===== src/asv_pkg.sv =====
// Shared types and constants for the ADSR sine synth voice.
// No dependencies; imported by the divider, datapath, controller and top level.
`default_nettype none
package asv_pkg;

    typedef enum logic [1:0] {
        CMD_TICK     = 2'd0,
        CMD_NOTE_ON  = 2'd1,
        CMD_NOTE_OFF = 2'd2,
        CMD_ALL_OFF  = 2'd3
    } t_cmd;

    localparam logic [1:0] VS_OFF      = 2'd0;
    localparam logic [1:0] VS_PRESSED  = 2'd1;
    localparam logic [1:0] VS_RELEASED = 2'd2;

    localparam logic [2:0] REG_ATTACK  = 3'd0;
    localparam logic [2:0] REG_DECAY   = 3'd1;
    localparam logic [2:0] REG_SUSTAIN = 3'd2;
    localparam logic [2:0] REG_RELEASE = 3'd3;
    localparam logic [2:0] REG_GAIN    = 3'd4;

    localparam int DIV_NW = 40;
    localparam int DIV_DW = 20;

    localparam logic [15:0] FULL_SCALE = 16'd32768;
    localparam logic [23:0] TIME_MAX   = 24'hFFFFFF;

    // ceil(2^29 / 127): floor(n * OUT_RECIP >> 29) equals n / 127 for n < 2^22
    localparam logic [31:0] OUT_RECIP   = 32'd4227331;
    localparam int          RECIP_SHIFT = 29;

    // Quarter-wave sine polynomial coefficients, Q30
    localparam logic [31:0] POLY_C9 = 32'd172272;
    localparam logic [31:0] POLY_C7 = 32'd5026995;
    localparam logic [31:0] POLY_C5 = 32'd85569306;
    localparam logic [31:0] POLY_C3 = 32'd693598668;
    localparam logic [31:0] POLY_C1 = 32'd1686629713;
    localparam logic [30:0] Q30_ONE = 31'h40000000;

    // Frequencies of notes 120..131 in Hz, Q16.16
    localparam logic [31:0] TOP_OCT_Q16 [12] = '{
        32'd548668578, 32'd581294109, 32'd615859655, 32'd652480576,
        32'd691279090, 32'd732384684, 32'd775934544, 32'd822074013,
        32'd870957077, 32'd922746880, 32'd977616265, 32'd1035748353
    };

    typedef struct packed {
        logic [19:0] attack_len;
        logic [19:0] decay_len;
        logic [15:0] sus_level;
        logic [19:0] rel_len;
        logic [15:0] out_gain;
    } t_cfg;

    typedef enum logic [4:0] {
        OP_NONE, OP_LOAD, OP_ENV_SEL, OP_ENV_DIV, OP_ENV_FIN,
        OP_NOTE_ON, OP_NOTE_OFF, OP_ALL_OFF,
        OP_SIN_X, OP_M_XX, OP_X2, OP_M_P1, OP_P1, OP_M_P, OP_P2, OP_P3, OP_P4,
        OP_M_XP, OP_SIN, OP_M_ES, OP_A, OP_M_VG, OP_M_AB, OP_M_RCP, OP_RESULT
    } t_op;

    typedef struct packed {
        t_op op;
    } t_ctl;

    typedef struct packed {
        t_cmd cmd;
        logic env_div;
        logic off_hit;
        logic div_busy;
    } t_stat;

    // Octave of a MIDI note (note / 12) by compares
    function automatic logic [3:0] note_octave(input logic [6:0] note);
        logic [3:0] oct;
        oct = 4'd0;
        for (int j = 1; j <= 10; j++) begin
            if (note >= 7'(12 * j)) oct = 4'(j);
        end
        return oct;
    endfunction

endpackage
`default_nettype wire


===== src/adsr_sine_synth_voice.sv =====
// Monophonic ADSR-enveloped sine voice: ties the APB register file,
// controller asv_ctrl and datapath asv_datapath together. Depends on asv_pkg.
//
// Usage:
//   Command channel (i_valid/o_ready): tick, note on, note off, all-off.
//   Result channel (o_valid/i_ready): one sample beat per tick, none otherwise.
//   Registers at byte addresses 0,4,8,12,16: attack, decay, sustain,
//   release, gain. Write them only while the voice is idle.
// Timing:
//   One command at a time. A tick steps through decode, segment select,
//   a 40-step pass of the shared radix-2 divider and 3 steps around it
//   while the envelope is on a slope, 17 multiplier and sine steps, one
//   reciprocal multiply for the /127 output scale and the output load.
//   Note on and a matching note off run decode, segment select, the
//   divider pass on a slope and their voice update; all-off and an
//   unmatched note off end at decode. The output register decouples
//   the two sides: a new command is taken while a sample beat waits; a tick
//   stalls only in its last step until the previous beat is taken.
// Reset: synchronous, active low; voice off, phase zero, registers at
//   their defaults, no beat pending.
`default_nettype none
module adsr_sine_synth_voice #(
    parameter int SAMPLE_RATE      = 48000,
    parameter int SINE_TABLE_DEPTH = 1024,
    parameter int PHASE_BITS       = 32
) (
    input  wire logic        i_clk,
    input  wire logic        i_rst_n,
    input  wire logic        psel,
    input  wire logic        penable,
    input  wire logic        pwrite,
    input  wire logic [4:0]  paddr,
    input  wire logic [31:0] pwdata,
    output logic [31:0]      prdata,
    output logic             pready,
    input  wire logic        i_valid,
    output logic             o_ready,
    input  wire logic [1:0]  i_command,
    input  wire logic [6:0]  i_note,
    input  wire logic [6:0]  i_velocity,
    output logic             o_valid,
    input  wire logic        i_ready,
    output logic signed [15:0] o_sample,
    output logic [1:0]       o_voice_phase
);
    import asv_pkg::*;

    t_cfg       r_cfg;
    t_ctl       ctl;
    t_stat      stat;
    logic       wr_en;
    logic [2:0] reg_idx;

    assign pready  = 1'b1;
    assign reg_idx = paddr[4:2];
    assign wr_en   = psel && penable && pwrite;

    always_ff @(posedge i_clk) begin
        if (!i_rst_n) begin
            r_cfg.attack_len <= 20'd480;
            r_cfg.decay_len  <= 20'd4800;
            r_cfg.sus_level  <= 16'd16384;
            r_cfg.rel_len    <= 20'd4800;
            r_cfg.out_gain   <= 16'd32768;
        end else if (wr_en) begin
            case (reg_idx)
                REG_ATTACK:  r_cfg.attack_len <= pwdata[19:0];
                REG_DECAY:   r_cfg.decay_len  <= pwdata[19:0];
                REG_SUSTAIN: r_cfg.sus_level  <= pwdata[15:0];
                REG_RELEASE: r_cfg.rel_len    <= pwdata[19:0];
                REG_GAIN:    r_cfg.out_gain   <= pwdata[15:0];
                default: ;
            endcase
        end
    end

    always_comb begin
        case (reg_idx)
            REG_ATTACK:  prdata = 32'(r_cfg.attack_len);
            REG_DECAY:   prdata = 32'(r_cfg.decay_len);
            REG_SUSTAIN: prdata = 32'(r_cfg.sus_level);
            REG_RELEASE: prdata = 32'(r_cfg.rel_len);
            REG_GAIN:    prdata = 32'(r_cfg.out_gain);
            default:     prdata = '0;
        endcase
    end

    asv_ctrl u_ctrl (
        .i_clk       (i_clk),
        .i_rst_n     (i_rst_n),
        .i_in_valid  (i_valid),
        .o_in_ready  (o_ready),
        .o_out_valid (o_valid),
        .i_out_ready (i_ready),
        .i_stat      (stat),
        .o_ctl       (ctl)
    );

    asv_datapath #(
        .SAMPLE_RATE      (SAMPLE_RATE),
        .SINE_TABLE_DEPTH (SINE_TABLE_DEPTH),
        .PHASE_BITS       (PHASE_BITS)
    ) u_dp (
        .i_clk         (i_clk),
        .i_rst_n       (i_rst_n),
        .i_cfg         (r_cfg),
        .i_command     (i_command),
        .i_note        (i_note),
        .i_velocity    (i_velocity),
        .i_ctl         (ctl),
        .o_stat        (stat),
        .o_sample      (o_sample),
        .o_voice_phase (o_voice_phase)
    );

endmodule
`default_nettype wire


===== src/asv_div.sv =====
// Restoring radix-2 divider, one quotient bit per cycle.
// Depends on asv_pkg for operand widths.
`default_nettype none
module asv_div (
    input  wire logic                      i_clk,
    input  wire logic                      i_rst_n,
    input  wire logic                      i_start,
    input  wire logic [asv_pkg::DIV_NW-1:0] i_num,
    input  wire logic [asv_pkg::DIV_DW-1:0] i_den,
    output logic                           o_busy,
    output logic [asv_pkg::DIV_NW-1:0]      o_quo
);
    import asv_pkg::*;

    localparam int CW = $clog2(DIV_NW + 1);

    logic              r_busy;
    logic [CW-1:0]     r_cnt;
    logic [DIV_DW-1:0] r_den;
    logic [DIV_DW-1:0] r_rem;
    logic [DIV_NW-1:0] r_quo;
    logic [DIV_DW:0]   shifted;
    logic              fits;

    always_comb begin
        shifted = {r_rem, r_quo[DIV_NW-1]};
        fits    = shifted >= {1'b0, r_den};
    end

    always_ff @(posedge i_clk) begin
        if (!i_rst_n) begin
            r_busy <= 1'b0;
            r_cnt  <= '0;
        end else if (i_start) begin
            r_busy <= 1'b1;
            r_cnt  <= CW'(DIV_NW);
            r_den  <= i_den;
            r_rem  <= '0;
            r_quo  <= i_num;
        end else if (r_busy) begin
            r_rem  <= fits ? DIV_DW'(shifted - {1'b0, r_den}) : DIV_DW'(shifted);
            r_quo  <= {r_quo[DIV_NW-2:0], fits};
            r_cnt  <= r_cnt - 1'b1;
            r_busy <= r_cnt != CW'(1);
        end
    end

    assign o_busy = r_busy;
    assign o_quo  = r_quo;

    a_start_busy: assert property (@(posedge i_clk) disable iff (!i_rst_n)
        i_start |=> r_busy)
        else $error("divider not busy after start");

endmodule
`default_nettype wire


===== src/asv_datapath.sv =====
// Voice state, envelope and sine datapath with one shared multiplier and divider.
// Depends on asv_pkg and asv_div; driven by asv_ctrl through t_ctl / t_stat.
`default_nettype none
module asv_datapath #(
    parameter int SAMPLE_RATE      = 48000,
    parameter int SINE_TABLE_DEPTH = 1024,
    parameter int PHASE_BITS       = 32
) (
    input  wire logic              i_clk,
    input  wire logic              i_rst_n,
    input  wire asv_pkg::t_cfg     i_cfg,
    input  wire logic [1:0]        i_command,
    input  wire logic [6:0]        i_note,
    input  wire logic [6:0]        i_velocity,
    input  wire asv_pkg::t_ctl     i_ctl,
    output asv_pkg::t_stat         o_stat,
    output logic signed [15:0]     o_sample,
    output logic [1:0]             o_voice_phase
);
    import asv_pkg::*;

    localparam int IW = $clog2(SINE_TABLE_DEPTH);

    localparam logic [63:0] STEP_TOP [12] = '{
        (64'(TOP_OCT_Q16[0])  << PHASE_BITS) / SAMPLE_RATE,
        (64'(TOP_OCT_Q16[1])  << PHASE_BITS) / SAMPLE_RATE,
        (64'(TOP_OCT_Q16[2])  << PHASE_BITS) / SAMPLE_RATE,
        (64'(TOP_OCT_Q16[3])  << PHASE_BITS) / SAMPLE_RATE,
        (64'(TOP_OCT_Q16[4])  << PHASE_BITS) / SAMPLE_RATE,
        (64'(TOP_OCT_Q16[5])  << PHASE_BITS) / SAMPLE_RATE,
        (64'(TOP_OCT_Q16[6])  << PHASE_BITS) / SAMPLE_RATE,
        (64'(TOP_OCT_Q16[7])  << PHASE_BITS) / SAMPLE_RATE,
        (64'(TOP_OCT_Q16[8])  << PHASE_BITS) / SAMPLE_RATE,
        (64'(TOP_OCT_Q16[9])  << PHASE_BITS) / SAMPLE_RATE,
        (64'(TOP_OCT_Q16[10]) << PHASE_BITS) / SAMPLE_RATE,
        (64'(TOP_OCT_Q16[11]) << PHASE_BITS) / SAMPLE_RATE
    };

    // voice state
    logic [1:0]            r_status;
    logic [6:0]            r_note;
    logic [6:0]            r_vel;
    logic [PHASE_BITS-1:0] r_phase;
    logic [PHASE_BITS-1:0] r_step;
    logic [23:0]           r_time;
    logic [15:0]           r_start;

    // latched command
    t_cmd                  r_cmd;
    logic [6:0]            r_in_note;
    logic [6:0]            r_in_vel;

    // work registers
    logic [63:0]           r_mul;
    logic [15:0]           r_env;
    logic [15:0]           r_base;
    logic                  r_sub;
    logic [19:0]           r_den;
    logic [30:0]           r_x;
    logic [30:0]           r_x2;
    logic [30:0]           r_p;
    logic [1:0]            r_quad;
    logic [14:0]           r_sin;
    logic                  r_neg;
    logic [30:0]           r_a;
    logic signed [15:0]    r_out_sample;
    logic [1:0]            r_out_phase;

    logic [15:0]           sus_sat;
    logic [15:0]           gain_sat;
    logic [15:0]           start_sat;
    logic                  env_div;
    logic [15:0]           env_const;
    logic [15:0]           e_coef;
    logic [23:0]           e_tm;
    logic [19:0]           e_den;
    logic [15:0]           e_base;
    logic                  e_sub;

    logic [31:0]           mul_a;
    logic [31:0]           mul_b;
    logic                  mul_en;

    logic                  div_start;
    logic [DIV_NW-1:0]     div_num;
    logic [DIV_DW-1:0]     div_den;
    logic                  div_busy;
    logic [DIV_NW-1:0]     div_q;

    logic [3:0]            oct;
    logic [3:0]            semi;
    logic [63:0]           step_full;
    logic [IW-1:0]         sin_idx;
    logic [31:0]           sin_t;
    logic [29:0]           sin_r;
    logic [32:0]           sin_round;
    logic [17:0]           sin_m;
    logic [14:0]           out_mag;
    logic [23:0]           time_n;

    // envelope segment selection
    always_comb begin
        sus_sat   = (i_cfg.sus_level > FULL_SCALE) ? FULL_SCALE : i_cfg.sus_level;
        gain_sat  = (i_cfg.out_gain > FULL_SCALE) ? FULL_SCALE : i_cfg.out_gain;
        start_sat = (r_start > FULL_SCALE) ? FULL_SCALE : r_start;
        env_div   = 1'b0;
        env_const = '0;
        e_coef    = '0;
        e_tm      = '0;
        e_den     = '0;
        e_base    = '0;
        e_sub     = 1'b0;
        case (r_status)
            VS_PRESSED: begin
                if (r_time < 24'(i_cfg.attack_len)) begin
                    env_div = 1'b1;
                    e_coef  = FULL_SCALE - start_sat;
                    e_tm    = r_time;
                    e_den   = i_cfg.attack_len;
                    e_base  = start_sat;
                end else if (25'(r_time) < 25'(i_cfg.attack_len) + 25'(i_cfg.decay_len)) begin
                    env_div = 1'b1;
                    e_coef  = FULL_SCALE - sus_sat;
                    e_tm    = r_time - 24'(i_cfg.attack_len);
                    e_den   = i_cfg.decay_len;
                    e_base  = FULL_SCALE;
                    e_sub   = 1'b1;
                end else begin
                    env_const = sus_sat;
                end
            end
            VS_RELEASED: begin
                if (r_time < 24'(i_cfg.rel_len)) begin
                    env_div = 1'b1;
                    e_coef  = start_sat;
                    e_tm    = r_time;
                    e_den   = i_cfg.rel_len;
                    e_base  = start_sat;
                    e_sub   = 1'b1;
                end
            end
            default: env_const = '0;
        endcase
    end

    // shared multiplier operand select
    always_comb begin
        mul_a  = '0;
        mul_b  = '0;
        mul_en = 1'b1;
        case (i_ctl.op)
            OP_ENV_SEL: begin mul_a = 32'(e_coef); mul_b = 32'(e_tm);     end
            OP_M_XX:    begin mul_a = 32'(r_x);    mul_b = 32'(r_x);      end
            OP_M_P1:    begin mul_a = 32'(r_x2);   mul_b = POLY_C9;       end
            OP_M_P:     begin mul_a = 32'(r_x2);   mul_b = 32'(r_p);      end
            OP_M_XP:    begin mul_a = 32'(r_x);    mul_b = 32'(r_p);      end
            OP_M_ES:    begin mul_a = 32'(r_env);  mul_b = 32'(r_sin);    end
            OP_M_VG:    begin mul_a = 32'(r_vel);  mul_b = 32'(gain_sat); end
            OP_M_AB:    begin mul_a = 32'(r_a);    mul_b = 32'(r_mul[22:0]); end
            // scale by 1/127 on the product already shifted down by 30
            OP_M_RCP:   begin mul_a = 32'(r_mul[53:30]); mul_b = OUT_RECIP; end
            default:    mul_en = 1'b0;
        endcase
    end

    always_comb begin
        div_start = (i_ctl.op == OP_ENV_DIV);
        div_num   = r_mul[DIV_NW-1:0];
        div_den   = r_den;
    end

    asv_div u_div (
        .i_clk   (i_clk),
        .i_rst_n (i_rst_n),
        .i_start (div_start),
        .i_num   (div_num),
        .i_den   (div_den),
        .o_busy  (div_busy),
        .o_quo   (div_q)
    );

    always_comb begin
        oct       = note_octave(r_in_note);
        semi      = 4'(r_in_note - 7'(7'(oct) * 7'd12));
        step_full = STEP_TOP[semi] >> (5'd26 - 5'(oct));
        sin_idx   = r_phase[PHASE_BITS-1 -: IW];
        sin_t     = {sin_idx, (32-IW)'(0)};
        sin_r     = sin_t[29:0];
        sin_round = 33'(r_mul >> 30) + 33'd16384;
        sin_m     = 18'(sin_round >> 15);
        out_mag   = ((r_mul >> RECIP_SHIFT) > 64'd32767) ? 15'h7FFF
                                                         : r_mul[RECIP_SHIFT +: 15];
        time_n    = (r_time == TIME_MAX) ? r_time : r_time + 24'd1;
    end

    always_ff @(posedge i_clk) begin
        if (mul_en) r_mul <= 64'(mul_a) * 64'(mul_b);
    end

    always_ff @(posedge i_clk) begin
        if (!i_rst_n) begin
            r_status <= VS_OFF;
            r_note   <= '0;
            r_vel    <= '0;
            r_phase  <= '0;
            r_step   <= '0;
            r_time   <= '0;
            r_start  <= '0;
        end else begin
            case (i_ctl.op)
                OP_LOAD: begin
                    r_cmd     <= t_cmd'(i_command);
                    r_in_note <= i_note;
                    r_in_vel  <= i_velocity;
                end
                OP_ENV_SEL: begin
                    r_env  <= env_const;
                    r_base <= e_base;
                    r_sub  <= e_sub;
                    r_den  <= e_den;
                end
                OP_ENV_FIN: begin
                    r_env <= r_sub ? r_base - div_q[15:0] : r_base + div_q[15:0];
                end
                OP_NOTE_ON: begin
                    r_start  <= r_env;
                    r_note   <= r_in_note;
                    r_vel    <= r_in_vel;
                    r_step   <= step_full[PHASE_BITS-1:0];
                    r_status <= VS_PRESSED;
                    r_time   <= '0;
                end
                OP_NOTE_OFF: begin
                    r_start <= r_env;
                    r_time  <= '0;
                    if (i_cfg.rel_len == '0) begin
                        r_status <= VS_OFF;
                        r_phase  <= '0;
                    end else begin
                        r_status <= VS_RELEASED;
                    end
                end
                OP_ALL_OFF: begin
                    r_status <= VS_OFF;
                    r_phase  <= '0;
                end
                OP_SIN_X: begin
                    r_quad <= sin_t[31:30];
                    r_x    <= sin_t[30] ? Q30_ONE - 31'(sin_r) : 31'(sin_r);
                end
                OP_X2: r_x2 <= 31'(r_mul >> 30);
                OP_P1: r_p  <= 31'(64'(POLY_C7) - (r_mul >> 30));
                OP_P2: r_p  <= 31'(64'(POLY_C5) - (r_mul >> 30));
                OP_P3: r_p  <= 31'(64'(POLY_C3) - (r_mul >> 30));
                OP_P4: r_p  <= 31'(64'(POLY_C1) - (r_mul >> 30));
                OP_SIN: begin
                    r_sin <= (sin_m > 18'd32767) ? 15'h7FFF : sin_m[14:0];
                    r_neg <= r_quad[1];
                end
                OP_A: r_a <= r_mul[30:0];
                OP_RESULT: begin
                    r_out_sample <= r_neg ? -$signed({1'b0, out_mag}) : $signed({1'b0, out_mag});
                    r_out_phase  <= r_status;
                    r_time       <= time_n;
                    // release ends on the advanced time
                    if (r_status == VS_RELEASED && time_n >= 24'(i_cfg.rel_len)) begin
                        r_status <= VS_OFF;
                        r_phase  <= '0;
                    end else begin
                        r_phase <= r_phase + r_step;
                    end
                end
                default: ;
            endcase
        end
    end

    always_comb begin
        o_stat.cmd      = r_cmd;
        o_stat.env_div  = env_div;
        o_stat.off_hit  = (r_status == VS_PRESSED) && (r_note == r_in_note);
        o_stat.div_busy = div_busy;
    end

    assign o_sample      = r_out_sample;
    assign o_voice_phase = r_out_phase;

    a_all_off: assert property (@(posedge i_clk) disable iff (!i_rst_n)
        (i_ctl.op == OP_ALL_OFF) |=> (r_status == VS_OFF && r_phase == '0))
        else $error("all-off did not silence the voice");

    a_status_code: assert property (@(posedge i_clk) disable iff (!i_rst_n)
        r_status != 2'b11)
        else $error("voice status holds an unused code");

endmodule
`default_nettype wire


===== src/asv_ctrl.sv =====
// Sequencer for the voice: walks the datapath through envelope, sine and output steps.
// Depends on asv_pkg for the op codes and the command/status structs.
`default_nettype none
module asv_ctrl (
    input  wire logic           i_clk,
    input  wire logic           i_rst_n,
    input  wire logic           i_in_valid,
    output logic                o_in_ready,
    output logic                o_out_valid,
    input  wire logic           i_out_ready,
    input  wire asv_pkg::t_stat i_stat,
    output asv_pkg::t_ctl       o_ctl
);
    import asv_pkg::*;

    typedef enum logic [4:0] {
        S_IDLE, S_DECODE, S_ENV_SEL, S_ENV_DIV, S_ENV_WAIT, S_ENV_FIN,
        S_NOTE_ON, S_NOTE_OFF,
        S_SIN_X, S_M_XX, S_X2, S_M_P1, S_P1, S_M_P2, S_P2, S_M_P3, S_P3,
        S_M_P4, S_P4, S_M_XP, S_SIN, S_M_ES, S_A, S_M_VG, S_M_AB,
        S_M_RCP, S_RESULT
    } t_state;

    t_state r_state, n_state;
    logic   r_out_valid, n_out_valid;
    t_op    op;
    t_state after_env;

    always_comb begin
        case (i_stat.cmd)
            CMD_TICK:    after_env = S_SIN_X;
            CMD_NOTE_ON: after_env = S_NOTE_ON;
            default:     after_env = S_NOTE_OFF;
        endcase
    end

    always_comb begin
        op      = OP_NONE;
        n_state = r_state;
        case (r_state)
            S_IDLE: begin
                if (i_in_valid) begin
                    op      = OP_LOAD;
                    n_state = S_DECODE;
                end
            end
            S_DECODE: begin
                if (i_stat.cmd == CMD_ALL_OFF) begin
                    op      = OP_ALL_OFF;
                    n_state = S_IDLE;
                end else if (i_stat.cmd == CMD_NOTE_OFF && !i_stat.off_hit) begin
                    n_state = S_IDLE;
                end else begin
                    n_state = S_ENV_SEL;
                end
            end
            S_ENV_SEL: begin
                op      = OP_ENV_SEL;
                n_state = i_stat.env_div ? S_ENV_DIV : after_env;
            end
            S_ENV_DIV:  begin op = OP_ENV_DIV; n_state = S_ENV_WAIT; end
            S_ENV_WAIT: if (!i_stat.div_busy) n_state = S_ENV_FIN;
            S_ENV_FIN:  begin op = OP_ENV_FIN;  n_state = after_env; end
            S_NOTE_ON:  begin op = OP_NOTE_ON;  n_state = S_IDLE; end
            S_NOTE_OFF: begin op = OP_NOTE_OFF; n_state = S_IDLE; end
            S_SIN_X:    begin op = OP_SIN_X;    n_state = S_M_XX; end
            S_M_XX:     begin op = OP_M_XX;     n_state = S_X2; end
            S_X2:       begin op = OP_X2;       n_state = S_M_P1; end
            S_M_P1:     begin op = OP_M_P1;     n_state = S_P1; end
            S_P1:       begin op = OP_P1;       n_state = S_M_P2; end
            S_M_P2:     begin op = OP_M_P;      n_state = S_P2; end
            S_P2:       begin op = OP_P2;       n_state = S_M_P3; end
            S_M_P3:     begin op = OP_M_P;      n_state = S_P3; end
            S_P3:       begin op = OP_P3;       n_state = S_M_P4; end
            S_M_P4:     begin op = OP_M_P;      n_state = S_P4; end
            S_P4:       begin op = OP_P4;       n_state = S_M_XP; end
            S_M_XP:     begin op = OP_M_XP;     n_state = S_SIN; end
            S_SIN:      begin op = OP_SIN;      n_state = S_M_ES; end
            S_M_ES:     begin op = OP_M_ES;     n_state = S_A; end
            S_A:        begin op = OP_A;        n_state = S_M_VG; end
            S_M_VG:     begin op = OP_M_VG;     n_state = S_M_AB; end
            S_M_AB:     begin op = OP_M_AB;     n_state = S_M_RCP; end
            S_M_RCP:    begin op = OP_M_RCP;    n_state = S_RESULT; end
            S_RESULT: begin
                // hold until the output register is free
                if (!r_out_valid || i_out_ready) begin
                    op      = OP_RESULT;
                    n_state = S_IDLE;
                end
            end
            default: n_state = S_IDLE;
        endcase
    end

    always_comb begin
        if (op == OP_RESULT) n_out_valid = 1'b1;
        else if (i_out_ready) n_out_valid = 1'b0;
        else n_out_valid = r_out_valid;
    end

    always_ff @(posedge i_clk) begin
        if (!i_rst_n) begin
            r_state     <= S_IDLE;
            r_out_valid <= 1'b0;
        end else begin
            r_state     <= n_state;
            r_out_valid <= n_out_valid;
        end
    end

    assign o_in_ready  = r_state == S_IDLE;
    assign o_out_valid = r_out_valid;
    assign o_ctl.op    = op;

    a_env_fin_ready: assert property (@(posedge i_clk) disable iff (!i_rst_n)
        (r_state == S_ENV_FIN) |-> !i_stat.div_busy)
        else $error("envelope finished while divider busy");

    a_result_valid: assert property (@(posedge i_clk) disable iff (!i_rst_n)
        (r_state == S_RESULT && (!r_out_valid || i_out_ready)) |=> r_out_valid)
        else $error("result not presented");

endmodule
`default_nettype wire

===== config.mk =====
export PLATFORM = sky130hd
export DESIGN_NAME = adsr_sine_synth_voice
export DESIGN_NICKNAME = d
export VERILOG_FILES = /design/src/asv_pkg.sv /design/src/adsr_sine_synth_voice.sv /design/src/asv_div.sv /design/src/asv_datapath.sv /design/src/asv_ctrl.sv
export SDC_FILE = /design/constraint.sdc
export NUM_CORES = 2
export LEC_CHECK = 0
export BUFFER_PORTS_ARGS = -buffer_cell sky130_fd_sc_hd__clkbuf_2
export CAP_MARGIN = 20
export CORE_MARGIN = 2
export CORE_UTILIZATION = 30
export CTS_CLUSTER_DIAMETER = 100
export DETAILED_ROUTE_END_ITERATION = 8
export PLACE_DENSITY = 0.48
export SETUP_SLACK_MARGIN = 0.5
export SLEW_MARGIN = 20
export SYNTH_ARGS = -nofsm -noshare
export SYNTH_HDL_FRONTEND = slang
export SYNTH_SLANG_ARGS = --single-unit

===== constraint.sdc =====
create_clock -name i_clk -period 25 [get_ports i_clk]
set_clock_uncertainty 0.1 [all_clocks]
set_input_delay 6.25 -clock i_clk [delete_from_list [all_inputs] [get_ports i_clk]]
set_output_delay 6.25 -clock i_clk [all_outputs]
set_load 0.02 [all_outputs]

==> summary.md <==
| Metric | Value |
|---|---|
| CP startpoint | `i_ready` |
| Worst Path Buf+Inv | `8` |
| Area delta synth->final | `8.635%` |
| Synth warn | `0` |
| Most used cell, CP | `fa_1` |
| Post-synth EDFFs | `roughly 350` |
| FF-to-FF End | `u_dp.r_mul[60]` |
| Initial Util | `a little under a third` |
| Min-delay worst type | `reg2reg` |
| PnR Total Power | `0.002841 W` |
| Number of global-route vias before repair | `~57k` |
| Relative slew slack | `19.63%` |
| Hold Path End | `u_dp.u_div.r_den[7]` |
| Peak VDD IR | `about 0.046 mV` |
| Netlist cell types | `between 100 and 150` |
| Reg2Reg Launch Point | `r_cfg[72]` |
| Nets | `9,109` |
| Crit-path slowest cell | `a221o_1` |
| Max Cap Violations | `0` |
| Post-synthesis xor/xnor area fraction | `3.309%` |
| Clock Path Buffers | `3` |
| Part of the Yosys area used for sequential elements | `a little over a fifth` |
| Detailed Route WL | `between 200,000 and 300,000 um` |
| Hold path start | `u_dp.div_den[7]` |
| Final-report max-slew violation count | `0` |
| FF+latch count, synth | `573` |
| DRC | `0` |
| Vias/cell | `5.306` |
| Hold Path Cell Cnt | `0` |
| Height of the die | `about 480 um` |
| Lkg Pwr | `31.95 nW` |
| Die area | `232,700 um2` |
| Depth of the most critical reg-to-reg path | `51` |
| Avg WL per Cell | `23.21 um` |
| Part of the power in combinational logic | `25.4%` |
| Period Utilization, post-route | `66.74%` |
| Main combinational cell family by area after synthesis | `adder cells` |
| Slew @ Worst Pin | `about 1.2 ns` |
| FF+latch area | `about 15,000 um2` |
| Setup slack, reg-to-reg | `slightly above 10 ns` |
| Multi-input logic area | `47,830 um2` |
| Pin count of the biggest net entering global routing | `73` |
| Reg power frac | `37.5%` |
| Crit Path Max Fanout | `38` |
| Clock slew at reported path FFs | `0.06 ns` |
| # setup viols final | `0` |
| RSZ-0062 raised after global routing | `false` |
| Most common cell after layout, fill and taps aside | `nand2_1` |
| Clock Power Share | `37.1%` |
| Clk_lat worst skew | `roughly 0.67 ns` |
| CP top delay family | `adder cells` |
| Gr usage total | `21.49%` |
| Row count | `roughly 180` |
| Setup TNS | `0 ns` |
| Hold buffers post-CTS | `0` |
| Mean Syn Cell Area | `8.722 um2` |
| Clk sinks | `573` |
| DPL Wire Length | `191,000 um` |
| Total grt overflow | `0` |
| Main area contributors after synthesis | `fa_1 25%, edfxtp_1 15%, ha_1 8.4%` |
| Cell taking the most area after synthesis | `fa_1` |
| Antenna violations before repair | `12` |
| CTS resizes | `0` |
| CTS tree | `done` |
| Drt pass-1 iters | `9` |
| Arr. time, crit path | `17.06 ns` |
| WP data required | `between 20 and 30 ns` |
| Mapped cell area | `between 60,000 and 70,000 um2` |
| Postcts setup bufs | `0` |
| Share of cells above drive strength 1 | `6.962%` |
| Final Util | `32.78%` |
| Initial DRC count | `5,069` |
| Width of the chip | `482.4 um` |
| Ports | `113` |
| Mux cell area share after synthesis | `1.301%` |
| Startpoint Class | `input port` |
| Post-DRT Antenna Nets | `0` |
| Worst setup path class | `in2reg` |
| RePlAce Congestion | `about 0.95` |
| Global-route wire length before repair | `377,400 um` |
| Ys async rst share | `0%` |
| Max stage delay on crit path | `0.77 ns` |
| CTS Root Cell | `clkbuf_16` |
| Simple-gate share of the synthesized area | `16.24%` |
| I/O Buffers | `85` |
| Number of CTS-inserted buffers | `69` |
| DR vias | `57.36k` |
| CP endpoint kind | `flip-flop` |
| H-tree depth | `3` |
| Main synth FF type | `edfxtp_1` |
| Core area | `about 230,000 um2` |
| Max Freq | `59.94 MHz` |
| Net Switching | `0.0009661 W` |
| Syn Inst Count | `between 7k and 8k` |
| Final min period | `16.68 ns` |
| Switching part of the total power | `34.01%` |
| Adder-cell area share of the yosys netlist | `32.98%` |
| Pint | `approximately 0.0019 W` |
| Final Hold Viols | `0` |
| Pwr dens | `between 30 and 40 nW/um2` |
| Most frequent cells in the layout | `1,169 x nand2_1, 1,068 x inv_1, 843 x fa_1` |
| Compound-cell area share of the yosys netlist | `between 15 and 20%` |
| Top-area cell type share of the netlist area | `24.58%` |
| FILL cells | `23.59k` |
| Run status | `complete, no violations` |
[flip-flops by register name, indices dropped and copies added, names as in the netlist, 9 cells and up]
register          flops
u_dp.u_div.r_den     20
u_dp.r_time          24
u_dp.r_step          32
u_dp.r_x              9
u_dp.o_sample        16
u_dp.r_a             31
r_cfg                92
u_dp.div_den         20
u_dp.r_mul           62
u_dp.u_div.r_rem     20
u_dp.r_sin           15
u_dp.r_phase         32
u_dp.r_x2            31
u_dp.u_div.o_quo     40
u_dp.r_env           16
u_dp.r_base          16
u_dp.r_p             31
u_dp.r_start         16
[per-layer routing]
layer,routed length [um],global-route usage [%],vias up
met5,0,0,-
met4,9554,7.031,0
met3,15840,2.888,363
met2,114400,34.37,1962
met1,111100,29.85,29200
li1,-,-,25830
[worst register-to-register path, delay by kind of cell, from the launching register on]
kind,cells,cell delay (ns)
AO/OA/AOI/OAI,17,4.06
AND/OR/NAND/NOR,12,2.97
buffers and inverters,8,1.26
flip-flops,1,0.42
XOR/XNOR,2,0.37
adder cells (fa/ha/maj),12,5.24
[final cells by class]
class	count	area share (%)
clock buffers	95	2.610
diodes	3	0.01007
well taps	3009	5.048
repair buffers	251	2.241
clock inverters	30	0.4848
flip-flops and latches	573	20.05
multi-input cells	5775	64.13
inverters	1075	5.423
[power by group through the flow]
stage | Combinational [W] | Sequential [W] | Clock (W)
floorplan | 0.000504 | 0.00106 | 0
global placement | 0.000707 | 0.00108 | 0
detailed placement | 0.000706 | 0.00108 | 0
CTS | 0.000708 | 0.00106 | 0.00108
global route | 0.000781 | 0.00107 | 0.00112
finish | 0.000721 | 0.00106 | 0.00105
[logic make-up after synthesis]
group,Yosys count
compound gates,1518
xor+xnor,256
fa+ha+maj,1304
buf+inv,1535
flops,573
mux,84
other cells,2
simple gates,2600
[stage by stage]
stage | hold slack [ns] | worst slack, ns | area (um2) | instances
6_report | 0.3193 | 8.315 | 74590 | 10810
5_1_grt | 0.3243 | 7.817 | 74580 | 10810
4_1_cts | 0.3226 | 8.422 | 74570 | 10810
3_5_place_dp | 0.3072 | 7.747 | 72260 | 10680
3_3_place_gp | 0.3076 | 7.594 | 72250 | 10680
2_1_floorplan | 0.3003 | 10.03 | 68700 | 7883
[worst max-delay path by stage]
stage,end,slack (ns),cells after the start
floorplan,u_dp.r_mul[55],10.03,37
global placement,u_dp.r_mul[61],7.59,34
detailed placement,u_dp.r_mul[61],7.75,34
CTS,u_dp.r_mul[61],8.42,34
global route,u_dp.r_mul[61],7.82,34
finish,u_dp.r_mul[61],8.32,37
[synth_stat cells, drive strengths merged, types with 66 or more instances]
| cell type | count |
|---|---|
| a21o | 110 |
| a21oi | 433 |
| a22oi | 100 |
| and2 | 66 |
| buf | 211 |
| clkbuf | 249 |
| dfxtp | 225 |
| edfxtp | 348 |
| fa | 843 |
| ha | 461 |
| inv | 1073 |
| nand2 | 1185 |
| nand3 | 116 |
| nor2 | 847 |
| nor3 | 98 |
| o21ai | 258 |
| xnor2 | 170 |
| xor2 | 84 |
Note: power is estimated with default switching activity, not from simulation.
